[src/fpd_pkg.sv]
package fpd_pkg;

	// length of the arctangent table, also the cap on iterations
	localparam int ATAN_LEN = 24;
	localparam int K_W = 5;

	localparam int SAMP_W = 10;
	localparam int PROD_W = 2 * SAMP_W;
	localparam int VEC_W = PROD_W + 1;
	localparam int PRESCALE_SH = 24;
	localparam int XY_W = 46;
	localparam int Z_W = 34;

	localparam logic [SAMP_W-1:0] BYTE_OFFSET_SUM = 10'd254;

	// atan(2^-k) in units of pi/2^31, rounded to nearest
	localparam logic [31:0] ATAN_UNITS [ATAN_LEN] = '{
		32'd536870912, 32'd316933406, 32'd167458907, 32'd85004756,
		32'd42667331, 32'd21354465, 32'd10679838, 32'd5340245,
		32'd2670163, 32'd1335087, 32'd667544, 32'd333772,
		32'd166886, 32'd83443, 32'd41722, 32'd20861,
		32'd10430, 32'd5215, 32'd2608, 32'd1304,
		32'd652, 32'd326, 32'd163, 32'd81
	};

	// quarter turn, pi/2 in units of pi/2^31
	localparam logic [Z_W-1:0] QUARTER_TURN = 34'd1073741824;

	typedef struct packed {
		logic load;
		logic mul;
		logic pre;
		logic iter;
		logic emit;
		logic [K_W-1:0] k;
	} cmd_t;

endpackage

[src/fm_phase_discriminator_top.sv]
// fm phase discriminator
// slave channel: one transaction carries two offset-binary i/q byte pairs; they are
// summed into one decimated complex sample. master channel: one transaction carries
// the phase step between this sample and the previous one, 32768 standing for pi.
// the very first transaction after reset only loads the history and yields nothing.
// each later item runs: multiply, pre-rotation, min(CORDIC_STEPS, 24) iterations of
// a shared shift-add cordic unit, and a rounding/output step; s_tready is high only
// while the controller is idle, so no new item is taken until the last one has left
// the rounding step.
// the result sits in an output register; the next item is accepted while it waits.
// if the receiver stalls, the finished phase waits in the rounding step until the
// output register frees, and no further item is taken in the meantime.
// reset clears the sample history, so the next item again gives no result, and
// drops any result not yet taken.
module fm_phase_discriminator_top #(
	parameter int ANGLE_BITS = 16,
	parameter int CORDIC_STEPS = 16
) (
	input  logic clk,
	input  logic arst_n,
	input  logic s_tvalid,
	output logic s_tready,
	input  logic [31:0] s_tdata, // i_first, q_first, i_second, q_second
	output logic m_tvalid,
	input  logic m_tready,
	output logic [15:0] m_tdata // phase_step
);

	fpd_pkg::cmd_t cmd;

	fpd_ctrl #(
		.CORDIC_STEPS(CORDIC_STEPS)
	) u_ctrl (
		.clk(clk),
		.arst_n(arst_n),
		.s_tvalid(s_tvalid),
		.s_tready(s_tready),
		.m_tvalid(m_tvalid),
		.m_tready(m_tready),
		.cmd(cmd)
	);

	fpd_datapath #(
		.ANGLE_BITS(ANGLE_BITS)
	) u_datapath (
		.clk(clk),
		.arst_n(arst_n),
		.cmd(cmd),
		.i_first(s_tdata[7:0]),
		.q_first(s_tdata[15:8]),
		.i_second(s_tdata[23:16]),
		.q_second(s_tdata[31:24]),
		.phase_step(m_tdata)
	);

	a_mul_then_pre: assert property (@(posedge clk) disable iff (!arst_n)
		cmd.mul |=> cmd.pre)
		else $error("multiply step not followed by pre-rotation");

	a_pre_then_iter: assert property (@(posedge clk) disable iff (!arst_n)
		cmd.pre |=> cmd.iter && (cmd.k == '0))
		else $error("cordic did not start at step zero");

	a_busy_no_accept: assert property (@(posedge clk) disable iff (!arst_n)
		(cmd.mul || cmd.pre || cmd.iter) |-> !s_tready)
		else $error("input accepted while an item is in flight");

	a_emit_valid: assert property (@(posedge clk) disable iff (!arst_n)
		cmd.emit |=> m_tvalid)
		else $error("result emitted without output valid");

endmodule

[src/fpd_ctrl.sv]
module fpd_ctrl #(
	parameter int CORDIC_STEPS = 16
) (
	input  logic clk,
	input  logic arst_n,
	input  logic s_tvalid,
	output logic s_tready,
	output logic m_tvalid,
	input  logic m_tready,
	output fpd_pkg::cmd_t cmd
);

	localparam int NSTEP = (CORDIC_STEPS < fpd_pkg::ATAN_LEN) ? CORDIC_STEPS : fpd_pkg::ATAN_LEN;
	localparam logic [fpd_pkg::K_W-1:0] LAST_K = fpd_pkg::K_W'(NSTEP - 1);

	typedef enum logic [4:0] {
		S_IDLE = 5'b00001,
		S_MUL  = 5'b00010,
		S_PRE  = 5'b00100,
		S_ITER = 5'b01000,
		S_DONE = 5'b10000
	} state_t;

	state_t state_q;
	logic have_prev_q;
	logic out_valid_q;
	logic [fpd_pkg::K_W-1:0] k_q;
	logic accept;
	logic can_emit;

	assign s_tready = (state_q == S_IDLE);
	assign accept = s_tvalid && s_tready;
	assign can_emit = !out_valid_q || m_tready;
	assign m_tvalid = out_valid_q;

	always_comb begin
		cmd.load = accept;
		cmd.mul = (state_q == S_MUL);
		cmd.pre = (state_q == S_PRE);
		cmd.iter = (state_q == S_ITER);
		cmd.emit = (state_q == S_DONE) && can_emit;
		cmd.k = k_q;
	end

	always_ff @(posedge clk or negedge arst_n) begin
		if (!arst_n) begin
			state_q <= S_IDLE;
			have_prev_q <= 1'b0;
			out_valid_q <= 1'b0;
			k_q <= '0;
		end else begin
			if (cmd.emit) begin
				out_valid_q <= 1'b1;
			end else if (m_tready) begin
				out_valid_q <= 1'b0;
			end
			case (state_q)
				S_IDLE: begin
					if (accept) begin
						have_prev_q <= 1'b1;
						// the first sample after reset only primes the history
						if (have_prev_q) begin
							state_q <= S_MUL;
						end
					end
				end
				S_MUL: begin
					state_q <= S_PRE;
				end
				S_PRE: begin
					k_q <= '0;
					state_q <= S_ITER;
				end
				S_ITER: begin
					k_q <= k_q + 1'b1;
					if (k_q == LAST_K) begin
						state_q <= S_DONE;
					end
				end
				S_DONE: begin
					if (can_emit) begin
						state_q <= S_IDLE;
					end
				end
				default: begin
					state_q <= S_IDLE;
				end
			endcase
		end
	end

endmodule

[src/fpd_datapath.sv]
module fpd_datapath #(
	parameter int ANGLE_BITS = 16
) (
	input  logic clk,
	input  logic arst_n,
	input  fpd_pkg::cmd_t cmd,
	input  logic [7:0] i_first,
	input  logic [7:0] q_first,
	input  logic [7:0] i_second,
	input  logic [7:0] q_second,
	output logic [15:0] phase_step
);

	localparam int SH = 32 - ANGLE_BITS;
	localparam int SW = fpd_pkg::SAMP_W;
	localparam int PW = fpd_pkg::PROD_W;
	localparam int VW = fpd_pkg::VEC_W;
	localparam int XW = fpd_pkg::XY_W;
	localparam int ZW = fpd_pkg::Z_W;

	logic signed [SW-1:0] cur_re, cur_im;
	logic signed [SW-1:0] prev_re_q, prev_im_q;
	logic signed [SW-1:0] pr_s1, pi_s1, cr_s1, ci_s1;
	logic signed [PW-1:0] m_rr_s2, m_ii_s2, m_ri_s2, m_ir_s2;
	logic signed [VW-1:0] zr, zj;
	logic signed [VW-1:0] xv, yv;
	logic signed [ZW-1:0] z0;
	logic signed [XW-1:0] x_q, y_q;
	logic signed [ZW-1:0] z_q;
	logic zero_q;
	logic signed [XW-1:0] dx, dy;
	logic signed [ZW-1:0] step_ang;
	logic [ZW-1:0] rounded;
	logic [31:0] keep_mask;
	logic [31:0] kept;
	logic [15:0] phase_q;

	assign cur_re = SW'({2'b00, i_first} + {2'b00, i_second} - fpd_pkg::BYTE_OFFSET_SUM);
	assign cur_im = SW'({2'b00, q_first} + {2'b00, q_second} - fpd_pkg::BYTE_OFFSET_SUM);

	// conjugate product components, exact
	assign zr = VW'(m_rr_s2) + VW'(m_ii_s2);
	assign zj = VW'(m_ri_s2) - VW'(m_ir_s2);

	// move the vector into the right half-plane
	always_comb begin
		xv = zr;
		yv = zj;
		z0 = '0;
		if (zr < 0) begin
			if (zj >= 0) begin
				xv = zj;
				yv = -zr;
				z0 = fpd_pkg::QUARTER_TURN;
			end else begin
				xv = -zj;
				yv = zr;
				z0 = -fpd_pkg::QUARTER_TURN;
			end
		end
	end

	assign dx = y_q >>> cmd.k;
	assign dy = x_q >>> cmd.k;
	assign step_ang = ZW'(fpd_pkg::ATAN_UNITS[cmd.k]);

	// round half up and keep the top ANGLE_BITS of the 32-bit turn
	assign rounded = z_q + (ZW'(1) << (SH - 1));
	assign keep_mask = ~((32'(1) << SH) - 32'(1));
	assign kept = rounded[31:0] & keep_mask;

	always_ff @(posedge clk or negedge arst_n) begin
		if (!arst_n) begin
			prev_re_q <= '0;
			prev_im_q <= '0;
		end else if (cmd.load) begin
			prev_re_q <= cur_re;
			prev_im_q <= cur_im;
		end
	end

	always_ff @(posedge clk) begin
		if (cmd.load) begin
			pr_s1 <= prev_re_q;
			pi_s1 <= prev_im_q;
			cr_s1 <= cur_re;
			ci_s1 <= cur_im;
		end
		if (cmd.mul) begin
			m_rr_s2 <= pr_s1 * cr_s1;
			m_ii_s2 <= pi_s1 * ci_s1;
			m_ri_s2 <= pr_s1 * ci_s1;
			m_ir_s2 <= pi_s1 * cr_s1;
		end
		if (cmd.pre) begin
			x_q <= XW'(xv) <<< fpd_pkg::PRESCALE_SH;
			y_q <= XW'(yv) <<< fpd_pkg::PRESCALE_SH;
			z_q <= z0;
			zero_q <= (zr == '0) && (zj == '0);
		end else if (cmd.iter) begin
			if (!y_q[XW-1]) begin
				x_q <= x_q + dx;
				y_q <= y_q - dy;
				z_q <= z_q + step_ang;
			end else begin
				x_q <= x_q - dx;
				y_q <= y_q + dy;
				z_q <= z_q - step_ang;
			end
		end
		if (cmd.emit) begin
			phase_q <= zero_q ? 16'h0000 : kept[31:16];
		end
	end

	assign phase_step = phase_q;

endmodule

[config.mk]
export PLATFORM = sky130hd
export DESIGN_NAME = fm_phase_discriminator_top
export DESIGN_NICKNAME = d
export VERILOG_FILES = /design/src/fpd_pkg.sv /design/src/fm_phase_discriminator_top.sv /design/src/fpd_ctrl.sv /design/src/fpd_datapath.sv
export SDC_FILE = /design/constraint.sdc
export NUM_CORES = 2
export LEC_CHECK = 0
export BUFFER_PORTS_ARGS = -buffer_cell sky130_fd_sc_hd__buf_2
export CORE_AREA = 8 8 299 373
export CTS_CLUSTER_SIZE = 30
export DETAILED_ROUTE_END_ITERATION = 8
export DIE_AREA = 0 0 307 381
export PLACE_DENSITY = 0.73
export SLEW_MARGIN = 20
export SYNTH_ARGS = -nofsm -noshare
export SYNTH_HDL_FRONTEND = slang
export SYNTH_HIERARCHICAL = 1
export SYNTH_SLANG_ARGS = --single-unit
[constraint.sdc]
create_clock -name clk -period 9.1 [get_ports clk]
set_input_delay 0.455 -clock clk [delete_from_list [all_inputs] [get_ports clk]]
set_output_delay 0.455 -clock clk [all_outputs]
set_load 0.02 [all_outputs]
==> results.py <==
metrics = {
    "floorplanning": {
        "ioPinCount": 54,
        "die_w_um": 307,
        "floorplan.initialDensity": 0.4444,
        "die_y_um": 381,
        "dieArea_sq_mm": 0.1170,
        "rows": 134,
        "core_area_sq_mm": 0.1060,
    },
    "synth": {
        "syn-cell-area_sq_mm": 0.04709,
        "syn-num-nets": 6129,
        "ys_seq_elements": 293,
        "seq_area_frac_synth": 0.1733,
        "yosys_most_used_dff": "edfxtp_1",
        "syn_avg_cell_area_sq_um": 8.862,
        "ys_top_cells_by_count": "inv_1 (557), nand2_1 (486), ha_1 (407)",
        "syn_inst": 5313,
        "synthDistinctLibCells": 120,
        "ys.warnings.count": 6,
        "synth_largest_area_cell": "fa_1",
        "synth-edff-count": 213,
        "yosys.area.top_type_share": 0.1586,
        "synth_area_leaders": "fa_1 (16%), edfxtp_1 (14%), ha_1 (11%)",
        "yosysMostFrequentCell": "inv_1",
        "synth-async-reset-ratio": 0.1092,
    },
    "sta": {
        "tightest_slew_ns": 1.101,
        "finalCritPeriodShare": 0.8894,
        "setup_viol": 0,
        "final_max_slew_viol_count": 0,
        "rsz0062_at_grt": "no",
        "tns_ns": 0,
        "final_period_minus_worst_setup_slack_ns": 8.094,
        "finalHoldViolCount": 0,
        "slew_headroom": 0.2658,
        "finClkSkew_ns": 0.03619,
        "clock.fmax_mhz": 123.6,
    },
    "routing": {
        "drt_iter0_markers": 3264,
        "drt-pass1-iter-count": 5,
        "drc_errors": 0,
        "wire_per_inst_um": 21.36,
        "via_per_inst": 5.985,
        "drt-total-wl_um": 142000,
        "via_count": 39780,
        "antenna_left": 0,
    },
    "worst_hold_path": {
        "hp-start": "m_tready",
        "hp-class": "in -> reg",
    },
    "global_routing": {
        "grt_usage": 0.2354,
        "antenna_found_initial": 1,
        "grt_max_degree": 93,
        "grt_pass1_wl_um": 221400,
        "grt_pass1_vias": 40280,
        "grt-ovfl-total": 0,
    },
    "cts": {
        "cts-root-buf": "clkbuf_16",
        "cts_tree": "yes",
        "cts.sink_count": 293,
        "clock_latency_ns": 0.62,
        "post_cts_buffers": 0,
        "numCtsBuffers": 41,
        "clk_pin_slew_ns": 0.07,
        "cts-hold-fix-buffers": 1,
        "cts_resized": 0,
        "htreeDepth": 2,
        "clockBufferDepth": 3,
    },
    "place": {
        "hpwlAfterDp_um": 109400,
        "gp_congestion": 1.034,
        "postPlaceCellArea_sq_mm": 0.04823,
        "numPortBuffers": 53,
    },
    "layout": {
        "n_antenna_cell": 0,
        "final_area_sq_mm": 0.04975,
        "final_util": 0.4695,
        "final_nets": 6002,
        "drive_gt1_frac": 0.08162,
        "syn2layout_area_growth_pct": 5.663,
    },
    "setup_path": {
        "cp-start-kind": "register",
        "end_kind": "register",
        "r2r_start": "u_ctrl/k_q[1]",
        "crit_type": "reg -> reg",
        "arrival_ns": 8.42,
        "crit_start": "u_ctrl/k_q[1]",
        "critPathMaxFanout": 78,
        "worstPathRequired_ns": 9.43,
    },
    "status": {
        "outcome": "finished clean",
    },
    "flow_run": {
        "max_cap_violations": 0,
    },
}
==> cells in the final DEF, fill, tap and decap left out, types with 21 or more instances in the layout <==
cell type / Yosys / final
clkbuf_16: 0 / 44
o21bai_1: 50 / 50
ha_1: 407 / 407
o211ai_1: 63 / 63
buf_4: 17 / 62
and2_1: 207 / 206
nand2_1: 486 / 485
and3_1: 40 / 39
inv_1: 557 / 554
or3_1: 21 / 21
mux4_2: 69 / 69
dfxtp_1: 48 / 48
o31ai_1: 23 / 23
dfrtp_1: 31 / 26
nor3_1: 58 / 58
nor2_1: 378 / 377
mux2_2: 90 / 90
a211oi_1: 41 / 41
nand4_1: 33 / 33
a21o_1: 104 / 104
nand2b_1: 54 / 54
xor2_1: 161 / 161
mux2i_1: 161 / 160
nor2b_1: 42 / 42
a21oi_1: 325 / 325
o21ai_0: 227 / 227
o22ai_1: 28 / 28
edfxtp_1: 213 / 213
buf_2: 36 / 53
xnor2_1: 234 / 234
a31oi_1: 57 / 57
o21a_1: 31 / 31
fa_1: 373 / 373
nand3_1: 71 / 71
==> sequential cells by signal, indices dropped and copies added, names as in the netlist, 5 cells and up <==
| register | flops |
|---|---|
| u_datapath/m_rr_s2 | 20 |
| u_ctrl/state_q | 5 |
| u_datapath/m_ii_s2 | 20 |
| u_datapath/ci_s1 | 10 |
| u_datapath/pi_s1 | 10 |
| u_datapath/y_q | 46 |
| u_datapath/pr_s1 | 10 |
| u_datapath/m_ri_s2 | 20 |
| u_datapath/cr_s1 | 10 |
| u_ctrl/k_q | 5 |
| u_datapath/phase_step | 16 |
| u_datapath/z_q | 32 |
| u_datapath/prev_im_q | 10 |
| u_datapath/m_ir_s2 | 20 |
| u_datapath/x_q | 46 |
| u_datapath/prev_re_q | 10 |
==> per-layer routing <==
| metal | share of wire | GRT usage |
|---|---|---|
| met3 | 0.066 | 0.03471 |
| met5 | 0 | 0 |
| met1 | 0.37 | 0.2659 |
| met2 | 0.49 | 0.4088 |
| met4 | 0.077 | 0.1595 |
==> path summary, 6_finish.rpt <==
| path | slack (ns) | cells past startpoint | end |
|---|---|---|---|
| max | 1.01 | 25 | u_datapath/x_q[44] |
| min | 0.21 | 4 | u_ctrl/state_q[4] |
| max reg2reg | 1.01 | 25 | u_datapath/x_q[44] |
| min reg2reg | 0.45 | 0 | u_datapath/pi_s1[8] |
| max in group asynchronous | 7.85 | 2 | u_ctrl/k_q[0] |
| min in group asynchronous | 0.56 | 2 | u_ctrl/state_q[2] |
==> worst max-delay path, stage by stage (launching register included) <==
cell       delay, ns
dfrtp_4         1.11
buf_4           0.43
mux2i_1         0.39
a211oi_1        0.14
a211oi_1        0.30
a21oi_1         0.12
o21ai_0         0.28
ha_1            0.26
o21ai_0         0.19
nor2_1          0.47
nand3_1         0.20
nor4_1          0.40
nor2_1          0.09
xnor2_1         0.15
ha_1            0.26
a21oi_1         0.19
nor2_1          0.07
a211oi_1        0.33
a311oi_1        0.17
a221o_1         0.42
o21ai_0         0.59
o21ai_0         0.28
a2111oi_0       0.51
o21bai_1        0.16
xnor2_1         0.15
o21ai_0         0.10
==> layout make-up <==
class,count,area [sq um]
Fill cell,10170,56210
Multi-Input combinational cell,4171,35410
Sequential cell,293,8178
Inverter,562,2111
Tap cell,1428,1787
Clock buffer,49,1130
Timing Repair Buffer,117,760.7
Clock inverter,27,377.9
==> metrics by stage <==
step | cells | setup WS (ns) | hold slack (ns)
floorplan | 5313 | 0.03368 | 0.1594
detailed placement | 6570 | 1.347 | 0.4308
CTS | 6647 | 1.265 | 0.1896
global placement | 6570 | 1.402 | 0.4275
finish | 6647 | 1.006 | 0.2087
global route | 6647 | 0.5468 | 0.2300
==> cell families (layout without fill, tap and decap cells) <==
kind of cell	Yosys count	after routing	synth area share
buf+inv	849	755	0.07544
xor+xnor	396	396	0.07398
mux	333	333	0.09489
simple gates	1493	1493	0.1541
compound gates	1169	1169	0.1616
fa+ha+maj	780	780	0.2667
flops	293	293	0.1733
Power is left out: the tool's default activity adds up to more than one toggle a clock period on the data nets, which glitch-free logic cannot reach.
